**config.mk**
```make
export PLATFORM = sky130hd
export DESIGN_NAME = radio_serial_frame_parser
export DESIGN_NICKNAME = d
export VERILOG_FILES = /design/src/rtl/core/rsfp_pkg.sv /design/src/rtl/core/radio_serial_frame_parser.sv /design/src/rtl/core/rsfp_front.sv /design/src/rtl/core/rsfp_queue.sv /design/src/rtl/core/rsfp_back.sv
export SDC_FILE = /design/constraint.sdc
export NUM_CORES = 1
export LEC_CHECK = 0
export BUFFER_PORTS_ARGS = -buffer_cell sky130_fd_sc_hd__buf_2
export CORE_AREA = 8 8 236 238
export CTS_CLUSTER_SIZE = 20
export DETAILED_ROUTE_END_ITERATION = 8
export DIE_AREA = 0 0 244 246
export PLACE_DENSITY = 0.58
export SKIP_LAST_GASP = 1
export SYNTH_ARGS = -nofsm -noshare
export SYNTH_HDL_FRONTEND = slang
export SYNTH_SLANG_ARGS = --single-unit
```
**constraint.sdc**
```tcl
create_clock -name clock -period 6.9 [get_ports clock]
set_input_delay 0 -clock clock [delete_from_list [all_inputs] [get_ports clock]]
set_output_delay 0 -clock clock [all_outputs]
set_load 0.03 [all_outputs]
```
**src/rtl/core/rsfp_pkg.sv**
```systemverilog
`timescale 1ns / 1ps
// -----------------------------------------------------------------------------
// rsfp_pkg - shared types and constants of the radio serial frame parser
// Byte codes, frame layout indexes, the parser state type and the record
// that the front end hands to the back end.
// -----------------------------------------------------------------------------
package rsfp_pkg;

   localparam int DEF_CAPTURE_DEPTH = 16;
   localparam int QUEUE_DEPTH       = 2;    // power of two
   localparam int BYTE_W            = 8;
   localparam int INDEX_W           = 4;
   localparam int FREQ_W            = 18;
   localparam int NAME_W            = 64;
   localparam int NAME_BYTES        = 8;
   localparam int RSP_TDATA_W       = 104;

   // Link bytes
   localparam logic [BYTE_W-1:0] BYTE_START = 8'h02;
   localparam logic [BYTE_W-1:0] CMD_LOW_BAT     = 8'h42; // 'B'
   localparam logic [BYTE_W-1:0] CMD_BAT_REL     = 8'h44; // 'D'
   localparam logic [BYTE_W-1:0] CMD_RX          = 8'h4A; // 'J'
   localparam logic [BYTE_W-1:0] CMD_RX_REL      = 8'h56; // 'V'
   localparam logic [BYTE_W-1:0] CMD_DUAL_ON     = 8'h4F; // 'O'
   localparam logic [BYTE_W-1:0] CMD_DUAL_OFF    = 8'h6F; // 'o'
   localparam logic [BYTE_W-1:0] CMD_FRAME_U     = 8'h55; // 'U'
   localparam logic [BYTE_W-1:0] CMD_FRAME_R     = 8'h52; // 'R'

   // Frame layout, as capture store indexes
   localparam logic [INDEX_W-1:0] IDX_FIRST = 4'd1;
   localparam logic [INDEX_W-1:0] IDX_MHZ   = 4'd1;
   localparam logic [INDEX_W-1:0] IDX_STEP  = 4'd2;
   localparam logic [INDEX_W-1:0] IDX_NAME  = 4'd3;
   localparam logic [INDEX_W-1:0] IDX_MEM   = 4'd11;
   localparam logic [INDEX_W-1:0] LAST_U    = 4'd11;
   localparam logic [INDEX_W-1:0] LAST_R    = 4'd12;

   localparam logic [FREQ_W-1:0] KHZ_PER_MHZ  = 18'd1000;
   localparam logic [FREQ_W-1:0] KHZ_PER_STEP = 18'd5;

   typedef enum logic [1:0] {
      PH_IDLE  = 2'd0,
      PH_CMD   = 2'd1,
      PH_FRAME = 2'd2
   } phase_type;

   typedef enum logic {
      KIND_U = 1'b0,
      KIND_R = 1'b1
   } kind_type;

   // One decoded command, handed from the front end to the back end.
   typedef struct packed {
      logic [BYTE_W-1:0] cmd;
      logic [BYTE_W-1:0] mhz;
      logic [BYTE_W-1:0] step;
      logic [NAME_W-1:0] name;
      logic [BYTE_W-1:0] slot;
      logic              ok;
   } job_type;

   // Handshake between front end and queue.
   typedef struct packed {
      logic push;
      logic full;
   } qctl_type;

   function automatic logic is_status_cmd(input logic [BYTE_W-1:0] b);
      return (b == CMD_LOW_BAT) || (b == CMD_BAT_REL) || (b == CMD_RX) ||
             (b == CMD_RX_REL) || (b == CMD_DUAL_ON) || (b == CMD_DUAL_OFF);
   endfunction

endpackage

```
**src/rtl/core/radio_serial_frame_parser.sv**
```systemverilog
`timescale 1ns / 1ps
// Path: the record of a completed command is written into the command queue
// and from there into the registered result word that the sink takes.
// Throughput: one byte per cycle; the parser state machine takes a byte in
// every cycle unless the two-entry command queue is full.
// Reset: synchronous, active high; the parser returns to idle, the queue and
// the result register empty. The capture store is not cleared.
// -----------------------------------------------------------------------------
// radio_serial_frame_parser - top level
// Parses the byte stream of a radio's serial link into status commands and
// frequency/name frames, one result word per completed command.
// -----------------------------------------------------------------------------
module radio_serial_frame_parser #(
   parameter int CAPTURE_DEPTH = rsfp_pkg::DEF_CAPTURE_DEPTH
) (
   input  logic                             clock,
   input  logic                             reset,
   // Received bytes.
   input  logic                             req_tvalid,
   output logic                             req_tready,
   input  logic [rsfp_pkg::BYTE_W-1:0]      req_tdata,   // [7:0] rx_byte
   // Decoded commands.
   output logic                             rsp_tvalid,
   input  logic                             rsp_tready,
   // [7:0] cmd_code, [25:8] freq_khz, [89:26] station_name,
   // [97:90] memory_slot, [98] checksum_ok, [103:99] zero
   output logic [rsfp_pkg::RSP_TDATA_W-1:0] rsp_tdata
);
   import rsfp_pkg::*;

   // The front end owns the link state machine. Idle bytes other than the
   // start byte are dropped, the byte after the start byte selects either a
   // status command or a U/R frame. Frame bytes land in the capture store
   // and the closing checksum byte is compared against MHz xor step.
   qctl_type qctl;
   job_type  push_job;
   job_type  pop_job;
   logic     q_full;
   logic     q_valid;
   logic     pop;

   rsfp_front #(
      .CAPTURE_DEPTH(CAPTURE_DEPTH)
   ) u_front (
      .clock      (clock),
      .reset      (reset),
      .req_tvalid (req_tvalid),
      .req_tready (req_tready),
      .req_tdata  (req_tdata),
      .qctl_out   (qctl),
      .q_full     (q_full),
      .job        (push_job)
   );

   // The queue lets the parser keep taking bytes while the sink holds off.
   rsfp_queue u_queue (
      .clock    (clock),
      .reset    (reset),
      .qctl_in  (qctl),
      .push_job (push_job),
      .full     (q_full),
      .q_valid  (q_valid),
      .pop      (pop),
      .pop_job  (pop_job)
   );

   // The back end does the kHz conversion (two constant multiplies and an
   // add) into the registered result word.
   rsfp_back u_back (
      .clock      (clock),
      .reset      (reset),
      .q_valid    (q_valid),
      .pop_job    (pop_job),
      .pop        (pop),
      .rsp_tvalid (rsp_tvalid),
      .rsp_tready (rsp_tready),
      .rsp_tdata  (rsp_tdata)
   );

endmodule

```
**src/rtl/core/rsfp_front.sv**
```systemverilog
`timescale 1ns / 1ps
// -----------------------------------------------------------------------------
// rsfp_front - byte parser front end
// Tracks the link state, captures frame bytes and pushes one decoded
// command record into the queue when a command or frame completes.
// -----------------------------------------------------------------------------
module rsfp_front #(
   parameter int CAPTURE_DEPTH = rsfp_pkg::DEF_CAPTURE_DEPTH
) (
   input  logic                     clock,
   input  logic                     reset,
   input  logic                     req_tvalid,
   output logic                     req_tready,
   input  logic [rsfp_pkg::BYTE_W-1:0] req_tdata,
   output rsfp_pkg::qctl_type       qctl_out,
   input  logic                     q_full,
   output rsfp_pkg::job_type        job
);
   import rsfp_pkg::*;

   localparam int STORE_AW = $clog2(CAPTURE_DEPTH);
   localparam logic [INDEX_W:0] DEPTH_LIM = (INDEX_W+1)'(CAPTURE_DEPTH);

   phase_type         phase_ff, phase_in;
   kind_type          kind_ff, kind_in;
   logic [INDEX_W-1:0] index_ff, index_in;
   logic [BYTE_W-1:0] store_ff [CAPTURE_DEPTH];

   logic              accept;
   logic              frame_done;
   logic [INDEX_W-1:0] last_index;
   logic [BYTE_W-1:0] b;
   logic [NAME_W-1:0] name_cat;

   assign b          = req_tdata;
   assign req_tready = !q_full;
   assign accept     = req_tvalid && req_tready;
   assign last_index = (kind_ff == KIND_R) ? LAST_R : LAST_U;
   assign frame_done = (index_ff >= last_index);

   always_comb begin
      name_cat = '0;
      for (int i = 0; i < NAME_BYTES; i++) begin
         name_cat[NAME_W-1-BYTE_W*i -: BYTE_W] =
            store_ff[STORE_AW'(IDX_NAME) + STORE_AW'(i)];
      end
   end

   // Next state
   always_comb begin
      phase_in = phase_ff;
      kind_in  = kind_ff;
      index_in = index_ff;
      if (accept) begin
         unique case (phase_ff)
            PH_CMD: begin
               if ((b == CMD_FRAME_U) || (b == CMD_FRAME_R)) begin
                  phase_in = PH_FRAME;
                  kind_in  = (b == CMD_FRAME_R) ? KIND_R : KIND_U;
                  index_in = IDX_FIRST;
               end else begin
                  phase_in = PH_IDLE;
               end
            end
            PH_FRAME: begin
               if (frame_done) begin
                  phase_in = PH_IDLE;
                  index_in = IDX_FIRST;
               end else begin
                  index_in = index_ff + INDEX_W'(1);
               end
            end
            default: begin
               phase_in = (b == BYTE_START) ? PH_CMD : PH_IDLE;
            end
         endcase
      end
   end

   // Outputs
   always_comb begin
      qctl_out.push = 1'b0;
      qctl_out.full = q_full;
      job           = '0;
      unique case (phase_ff)
         PH_CMD: begin
            if (accept && is_status_cmd(b)) begin
               qctl_out.push = 1'b1;
               job.cmd       = b;
               job.ok        = 1'b1;
            end
         end
         PH_FRAME: begin
            if (accept && frame_done) begin
               qctl_out.push = 1'b1;
               job.cmd  = (kind_ff == KIND_R) ? CMD_FRAME_R : CMD_FRAME_U;
               job.mhz  = store_ff[STORE_AW'(IDX_MHZ)];
               job.step = store_ff[STORE_AW'(IDX_STEP)];
               job.name = name_cat;
               job.slot = (kind_ff == KIND_R) ? store_ff[STORE_AW'(IDX_MEM)] : '0;
               // The checksum is the byte on the link right now.
               job.ok   = (b == (store_ff[STORE_AW'(IDX_MHZ)] ^
                                 store_ff[STORE_AW'(IDX_STEP)]));
            end
         end
         default: begin
            qctl_out.push = 1'b0;
         end
      endcase
   end

   always_ff @(posedge clock) begin
      if (reset) begin
         phase_ff <= PH_IDLE;
         kind_ff  <= KIND_U;
         index_ff <= IDX_FIRST;
      end else begin
         phase_ff <= phase_in;
         kind_ff  <= kind_in;
         index_ff <= index_in;
      end
   end

   always_ff @(posedge clock) begin
      if (accept && (phase_ff == PH_FRAME) && ({1'b0, index_ff} < DEPTH_LIM)) begin
         store_ff[index_ff[STORE_AW-1:0]] <= b;
      end
   end

endmodule

```
**src/rtl/core/rsfp_queue.sv**
```systemverilog
`timescale 1ns / 1ps
// -----------------------------------------------------------------------------
// rsfp_queue - command record queue
// Small first-in first-out buffer between the parser and the result stage.
// -----------------------------------------------------------------------------
module rsfp_queue (
   input  logic              clock,
   input  logic              reset,
   input  rsfp_pkg::qctl_type qctl_in,
   input  rsfp_pkg::job_type push_job,
   output logic              full,
   output logic              q_valid,
   input  logic              pop,
   output rsfp_pkg::job_type pop_job
);
   import rsfp_pkg::*;

   localparam int PTR_W = (QUEUE_DEPTH > 1) ? $clog2(QUEUE_DEPTH) : 1;
   localparam int CNT_W = $clog2(QUEUE_DEPTH + 1);
   localparam logic [CNT_W-1:0] CNT_FULL = CNT_W'(QUEUE_DEPTH);

   job_type            slot_ff [QUEUE_DEPTH];
   logic [PTR_W-1:0]   wr_ptr_ff, wr_ptr_in;
   logic [PTR_W-1:0]   rd_ptr_ff, rd_ptr_in;
   logic [CNT_W-1:0]   count_ff, count_in;
   logic               do_push, do_pop;

   assign full    = (count_ff == CNT_FULL);
   assign q_valid = (count_ff != '0);
   assign do_push = qctl_in.push && !full;
   assign do_pop  = pop && q_valid;
   assign pop_job = slot_ff[rd_ptr_ff];

   always_comb begin
      wr_ptr_in = do_push ? wr_ptr_ff + PTR_W'(1) : wr_ptr_ff;
      rd_ptr_in = do_pop  ? rd_ptr_ff + PTR_W'(1) : rd_ptr_ff;
      count_in  = count_ff + CNT_W'(do_push) - CNT_W'(do_pop);
   end

   always_ff @(posedge clock) begin
      if (reset) begin
         wr_ptr_ff <= '0;
         rd_ptr_ff <= '0;
         count_ff  <= '0;
      end else begin
         wr_ptr_ff <= wr_ptr_in;
         rd_ptr_ff <= rd_ptr_in;
         count_ff  <= count_in;
      end
   end

   always_ff @(posedge clock) begin
      if (do_push) begin
         slot_ff[wr_ptr_ff] <= push_job;
      end
   end

endmodule

```
**src/rtl/core/rsfp_back.sv**
```systemverilog
`timescale 1ns / 1ps
// -----------------------------------------------------------------------------
// rsfp_back - result stage
// Converts MHz and step to kHz and holds the result word for the sink.
// -----------------------------------------------------------------------------
module rsfp_back (
   input  logic                            clock,
   input  logic                            reset,
   input  logic                            q_valid,
   input  rsfp_pkg::job_type               pop_job,
   output logic                            pop,
   output logic                            rsp_tvalid,
   input  logic                            rsp_tready,
   output logic [rsfp_pkg::RSP_TDATA_W-1:0] rsp_tdata
);
   import rsfp_pkg::*;

   localparam int USED_W = 2*BYTE_W + FREQ_W + NAME_W + 1;

   logic                   valid_ff, valid_in;
   logic [RSP_TDATA_W-1:0] data_ff, data_in;
   logic [FREQ_W-1:0]      freq;

   assign pop  = q_valid && (!valid_ff || rsp_tready);
   assign freq = FREQ_W'(pop_job.mhz) * KHZ_PER_MHZ +
                 FREQ_W'(pop_job.step) * KHZ_PER_STEP;

   always_comb begin
      valid_in = valid_ff;
      if (pop) begin
         valid_in = 1'b1;
      end else if (rsp_tready) begin
         valid_in = 1'b0;
      end
      data_in = {{(RSP_TDATA_W-USED_W){1'b0}}, pop_job.ok, pop_job.slot,
                 pop_job.name, freq, pop_job.cmd};
   end

   always_ff @(posedge clock) begin
      if (reset) begin
         valid_ff <= 1'b0;
      end else begin
         valid_ff <= valid_in;
      end
   end

   always_ff @(posedge clock) begin
      if (pop) begin
         data_ff <= data_in;
      end
   end

   assign rsp_tvalid = valid_ff;
   assign rsp_tdata  = data_ff;

endmodule

```
==> metrics.cfg, run 1 <==
[outcome]
status = finished clean

[global_route]
grt_remaining_overflow = 0
grt_pass1_wl_um = 50600
grt_max_degree = 93
antenna_found_initial = 2
grt_use_total_pct = 10.9
grt_pass1_vias = 8556

[worst_setup_path]
worst-path-max-fanout = 30
critPathRequiredTime_ps = 7170
cp.arrival_ps = 6210
reg2reg_to = u_back.rsp_tdata[23]
crit_path_start_kind = flop
r2r_slack_ps = 960
end_kind = flop
critPathKind = flop to flop
ff2ff_path_depth = 17

[timing]
max_slew_margin_pct = 15.1
rsz0062_at_grt = false
period_share_pct = 86.1
worst_pin_slew_ps = 1260
setup_viol_count_final = 0
drv_slew = 0
min_period_ps = 5940
fmax_mhz = 168
skew_ps = 29.1
hold_violations = 0
setup_tns_ps = 0

[clocking]
clk_latency_ps = 560
clockRootBuffer = clkbuf_16
clk_path_buf_depth = 3
h-tree-depth = 2
cts_hold_buf = 12
cts_sinks = 394
cts-resized-gates = 0
cts_setup_buffers = 0
path_clk_slew_ps = 60
cts_buffers = 42
cts_tree = built

[synthesis]
synth-simple-area-share_pct = 6.62
async_flop_share_pct = 0
synth_xor_area_share_pct = 2.29
synth_top_family_by_area = adder cells
synth_edf_count = 381
muxShareOfSynthArea_pct = 6.78
ys_types = 52
synthTopCellsByCount = edfxtp_1 (381), mux2_2 (91), and2_1 (81)
ys_seq_elements = 394
yosysWarnings = 0
synth_compound_area_share_pct = 2.39
yosysTopAreaCell = edfxtp_1
synth_area_mm2 = 0.0164
ys_seq_area_share_pct = 71.2
synth_flop_cell = edfxtp_1
avgSynthCellArea_um2 = 16.9
synth_top_area_share_pct = 69.6
syn_inst = 975
synthAdderAreaFrac_pct = 8.21
yosys-top-cells-area = edfxtp_1 (70%), mux2_2 (6.2%), ha_1 (4.8%)
synth.most_common_cell = edfxtp_1

[hold_path]
hold_class = primary input to flop
hold_depth = 4
hold_start = rsp_tready
min_to = u_back.rsp_tvalid

[detailed_routing]
drc = 0
first_iter_violations = 448
drt_wl_total_um = 33100
wl_per_cell_um = 17.9
vias = 8228
postRouteAntennaNets = 0
first_pass_iters = 4
avgViaCountPerCell = 4.45

[job]
max-cap-violations = 0

[cells_and_area]
synthToLayoutAreaGrowth_pct = 17.5
seq_area_mm2 = 0.0117
multi_input_area_mm2 = 0.00438
finalNetCount = 1233
drive_gt1_share_pct = 25.2
num-fill-cells = 4857

[floorplanning]
dieArea_mm2 = 0.0600
rows = 84
initial_core_util_pct = 31.6
fp.dieH_um = 246
coreArea_mm2 = 0.0520
ios = 118
dieWidth_um = 244

[placed_design]
port-buffer-count = 112
dp_hpwl_um = 20100
gp_congestion = 0.756

[registers in the layout (all words and copies together), names as in the netlist, named ones only]
register	flops
u_queue.slot_ff	194
u_back.rsp_tdata	99
u_front.store_ff	88
u_front.index_ff	4
u_front.phase_ff	2
u_queue.count_ff	2
u_back.rsp_tvalid	1
u_front.kind_ff	1
u_queue.rd_ptr_ff	1
u_queue.wr_ptr_ff	1
[area by class of cell]
class                      count  share of cell area (%)
antenna                        1                  0.0130
clock buffer                  52                    5.74
clock inverter                23                    1.15
inverter                      70                    1.36
multi-input combinational    486                    22.7
sequential                   394                    60.6
tap                          688                    4.46
timing repair buffer         136                    3.99
[critical path, cell delays in order, from the launching register on]
cell     delay, ps
dfxtp_4        620
mux2i_1        350
inv_1          190
fa_1           600
xor2_1         170
ha_1           260
fa_1           510
inv_1           50
fa_1           490
inv_1           40
ha_1           350
xnor2_1        160
ha_1           300
ha_1           250
or4_1          510
o21ai_0        490
nor2_1         120
xor2_1         160
[cell families after synthesis]
family	Yosys count
xor gates and xnor gates	43
muxes	100
DFF	394
adders and majority gates	91
AOI/OAI and AO/OA	59
buffers and inverters	101
and+or+nand+nor	186
other	1
[stage by stage]
step | hold WS, ps | setup slack (ps) | util (%) | cell area [µm²] | instances
6_report | 336 | 959 | 37.1 | 19300 | 1850
5_1_grt | 346 | 571 | 37.1 | 19300 | 1849
4_1_cts | 287 | 870 | 37.1 | 19300 | 1849
3_5_place_dp | 364 | 917 | 34.3 | 17900 | 1762
3_3_place_gp | 356 | 986 | 34.3 | 17900 | 1762
2_1_floorplan | 69.1 | 547 | - | 16500 | 981
[layer usage]
layer | track usage (%) | part of all wire, % | vias up
met2 | 18.6 | 50 | 151
met1 | 13.8 | 44 | 4150
li1 | - | - | 3881
met5 | 0 | 0 | -
met4 | 3.14 | 1.9 | 0
met3 | 2.25 | 4.1 | 46
[worst max path at each step]
stage / startpoint / end / slack, ps / depth (start not counted)
6_report: flop / u_back.rsp_tdata[23] / 960 / 17
5_1_grt: flop / u_back.rsp_tdata[23] / 570 / 17
4_1_cts: flop / u_back.rsp_tdata[23] / 870 / 17
3_5_place_dp: flop / u_back.rsp_tdata[23] / 920 / 17
3_3_place_gp: flop / u_back.rsp_tdata[23] / 990 / 17
2_1_floorplan: u_front.kind_ff / u_queue.slot_ff[0][0] / 550 / 9
[placed cells by master (no fill, tap or decap), types with 6 or more instances in the layout]
master,count
nor2_1,27
inv_1,69
clkinv_2,6
fa_1,28
nand2_1,12
ha_1,63
edfxtp_1,381
buf_4,12
xnor2_1,35
dlygate4sd3_1,12
mux2i_1,9
clkinv_1,7
conb_1,7
nor4_1,7
clkbuf_1,8
clkbuf_16,42
and3_1,12
xor2_1,8
buf_2,112
dfxtp_1,12
mux2_2,91
nand2b_1,6
nor3_1,8
a21oi_1,22
o21ai_0,8
and2_1,80
Power of run 1 is left out: the tool's default activity adds up to more than one toggle a clock period on the data nets, which glitch-free logic cannot reach.
==> inputs of run 2 (changes only) <==
ABC_AREA = 1   (was not set)
CORE_AREA = 8 8 241 243   (was 8 8 236 238)
DIE_AREA = 0 0 249 251   (was 0 0 244 246)
SYNTH_HIERARCHICAL = 1   (was not set)
==> metrics.cfg, run 2 <==
[cells_and_area]
fin_cells = 2149
final_common_cell = edfxtp_1
regMostFlops = u_queue/slot_ff
largest_reg_flops = 194
num-fill-cells = 5144
final_cell_mix = edfxtp_1 (381), inv_1 (211), nand2_1 (159)
finalNetCount = 1515
design_area_mm2 = 0.0200
diodes = 0
synthToLayoutAreaGrowth_pct = 16.7
seq_area_mm2 = 0.0117
drive_gt1_share_pct = 23.3
multi_input_area_mm2 = 0.00455

[global_route]
grt_remaining_overflow = 0
grt_pass1_wl_um = 53900
grt_use_total_pct = 10.9
antenna_found_initial = 0
grt_max_degree = 83
grt_pass1_vias = 9626

[floorplanning]
rows = 86
fp.dieH_um = 251
initial_core_util_pct = 31.6
coreArea_mm2 = 0.0543
dieArea_mm2 = 0.0625
dieWidth_um = 249
ios = 118

[clocking]
clk_path_buf_depth = 3
path_clk_slew_ps = 60
cts_setup_buffers = 0
clockRootBuffer = clkbuf_16
h-tree-depth = 2
cts_sinks = 394
cts-resized-gates = 0
cts_tree = built
clk_latency_ps = 570
cts_buffers = 43
cts_hold_buf = 12

[power]
p_per_area_mw_per_mm2 = 239
p_clk_share_pct = 44.6
intPower_mw = 3.82
p_sw_share_pct = 20.2
pwr-share-comb_pct = 1.3
power_frac_seq_pct = 54.1
peakVddDrop_mv = 0.157
power_leakage_nw = 8.06
p_switching_uw = 970

[worst_setup_path]
critPathTopFamily = adder cells
crit_path_start_kind = flop
critPathRequiredTime_ps = 7200
critPathMaxStageDelay_ps = 580
reg2reg_to = u_back/rsp_tdata[23]
r2r_slack_ps = 1720
cp.arrival_ps = 5480
ff2ff_path_depth = 20
cp_num_buf_inv = 4
path_cells = mux2_4, fa_1, xor2_1, ha_1, fa_1, inv_1, fa_1, inv_1, ha_1, inv_1, xor2_1, ha_1, ha_1, nand2_1, o21ai_0, nand2b_1, inv_1, nor2_2, nand2_1, xor2_1
critPathKind = flop to flop
end_kind = flop
crit_cells = 20
worst-path-max-fanout = 8
cp_slowest_cell = fa_1

[detailed_routing]
first_iter_violations = 493
top_layer_used = met4
wl_per_cell_um = 16.1
met1Wirelength_um = 15200
postRouteAntennaNets = 0
drc = 0
avgViaCountPerCell = 4.28
drt_wl_total_um = 34600
vias = 9191
met3WireLength_um = 1290
wl_met2_um = 17100
first_pass_iters = 5

[timing]
setup_tns_ps = 0
hold_violations = 0
skew_ps = 32.8
period_share_pct = 75.1
drv_slew = 0
setup_viol_count_final = 0
rsz0062_at_grt = false
worst_pin_slew_ps = 1010
max_slew_margin_pct = 32.8
fmax_mhz = 193
min_period_ps = 5180

[hold_path]
hold_class = primary input to flop
min_to = u_front/index_ff[3]
hold_depth = 3
hold_start = reset

[placed_design]
port-buffer-count = 112
dp_hpwl_um = 22300
dp.cells = 2060
place_area_mm2 = 0.0186
gp_congestion = 0.786

[synthesis]
synth_area_mm2 = 0.0172
yosysWarnings = 6
syn_inst = 1252
avgSynthCellArea_um2 = 13.7

[job]
max-cap-violations = 0

[outcome]
status = finished clean

run 2: layout make-up:
class / count / area share [%]
Clock buffer: 54 / 5.67
Clock inverter: 23 / 0.861
Inverter: 217 / 4.08
Multi-Input combinational cell: 619 / 22.7
Sequential cell: 394 / 58.4
Tap cell: 704 / 4.39
Timing Repair Buffer: 138 / 3.92
run 2: through the flow:
step                      hold slack, ps  power, mW  setup slack, ps  utilization (%)
after floorplan                     69.1       2.68              338                -
after global placement               295       2.70             1760             34.3
after detailed placement             299       2.70             1670             34.3
after CTS                            217       4.87             1660             36.9
after global routing                 244       4.96             1320             36.9
final                                255       4.79             1720             36.9
run 2: worst register-to-register path, cell delays in order (launching register included):
cell	delay [ps]
dfxtp_4	400
mux2_4	360
fa_1	580
xor2_1	210
ha_1	290
fa_1	500
inv_1	50
fa_1	490
inv_1	40
ha_1	340
inv_1	80
xor2_1	160
ha_1	280
ha_1	350
nand2_1	80
o21ai_0	130
nand2b_1	190
inv_1	70
nor2_2	120
nand2_1	70
xor2_1	130
run 2: worst max-delay path by stage:
stage | startpoint | endpoint | slack, ps
2_1_floorplan | u_queue/count_ff[0] | u_queue/count_ff[1] | 340
3_3_place_gp | flop | u_back/rsp_tdata[24] | 1760
3_5_place_dp | flop | u_back/rsp_tdata[24] | 1670
4_1_cts | flop | u_back/rsp_tdata[24] | 1660
5_1_grt | flop | u_back/rsp_tdata[24] | 1320
6_report | flop | u_back/rsp_tdata[23] | 1720
run 2: power by group through the flow:
| stage | clock network, mW | logic, mW | registers, mW |
|---|---|---|---|
| after detailed placement | 0 | 0.0595 | 2.64 |
| after CTS | 2.21 | 0.0644 | 2.59 |
| after global placement | 0 | 0.0583 | 2.64 |
| after floorplan | 0 | 0.0315 | 2.64 |
| final | 2.14 | 0.0629 | 2.59 |
| after global routing | 2.30 | 0.0698 | 2.59 |
run 2: metal layers:
metal,up-vias,global-route usage (%)
li1,4537,-
met1,4440,13.4
met2,153,19.0
met3,61,2.26
met4,0,3.89
met5,-,0
Power figures use the tool's default switching activity.
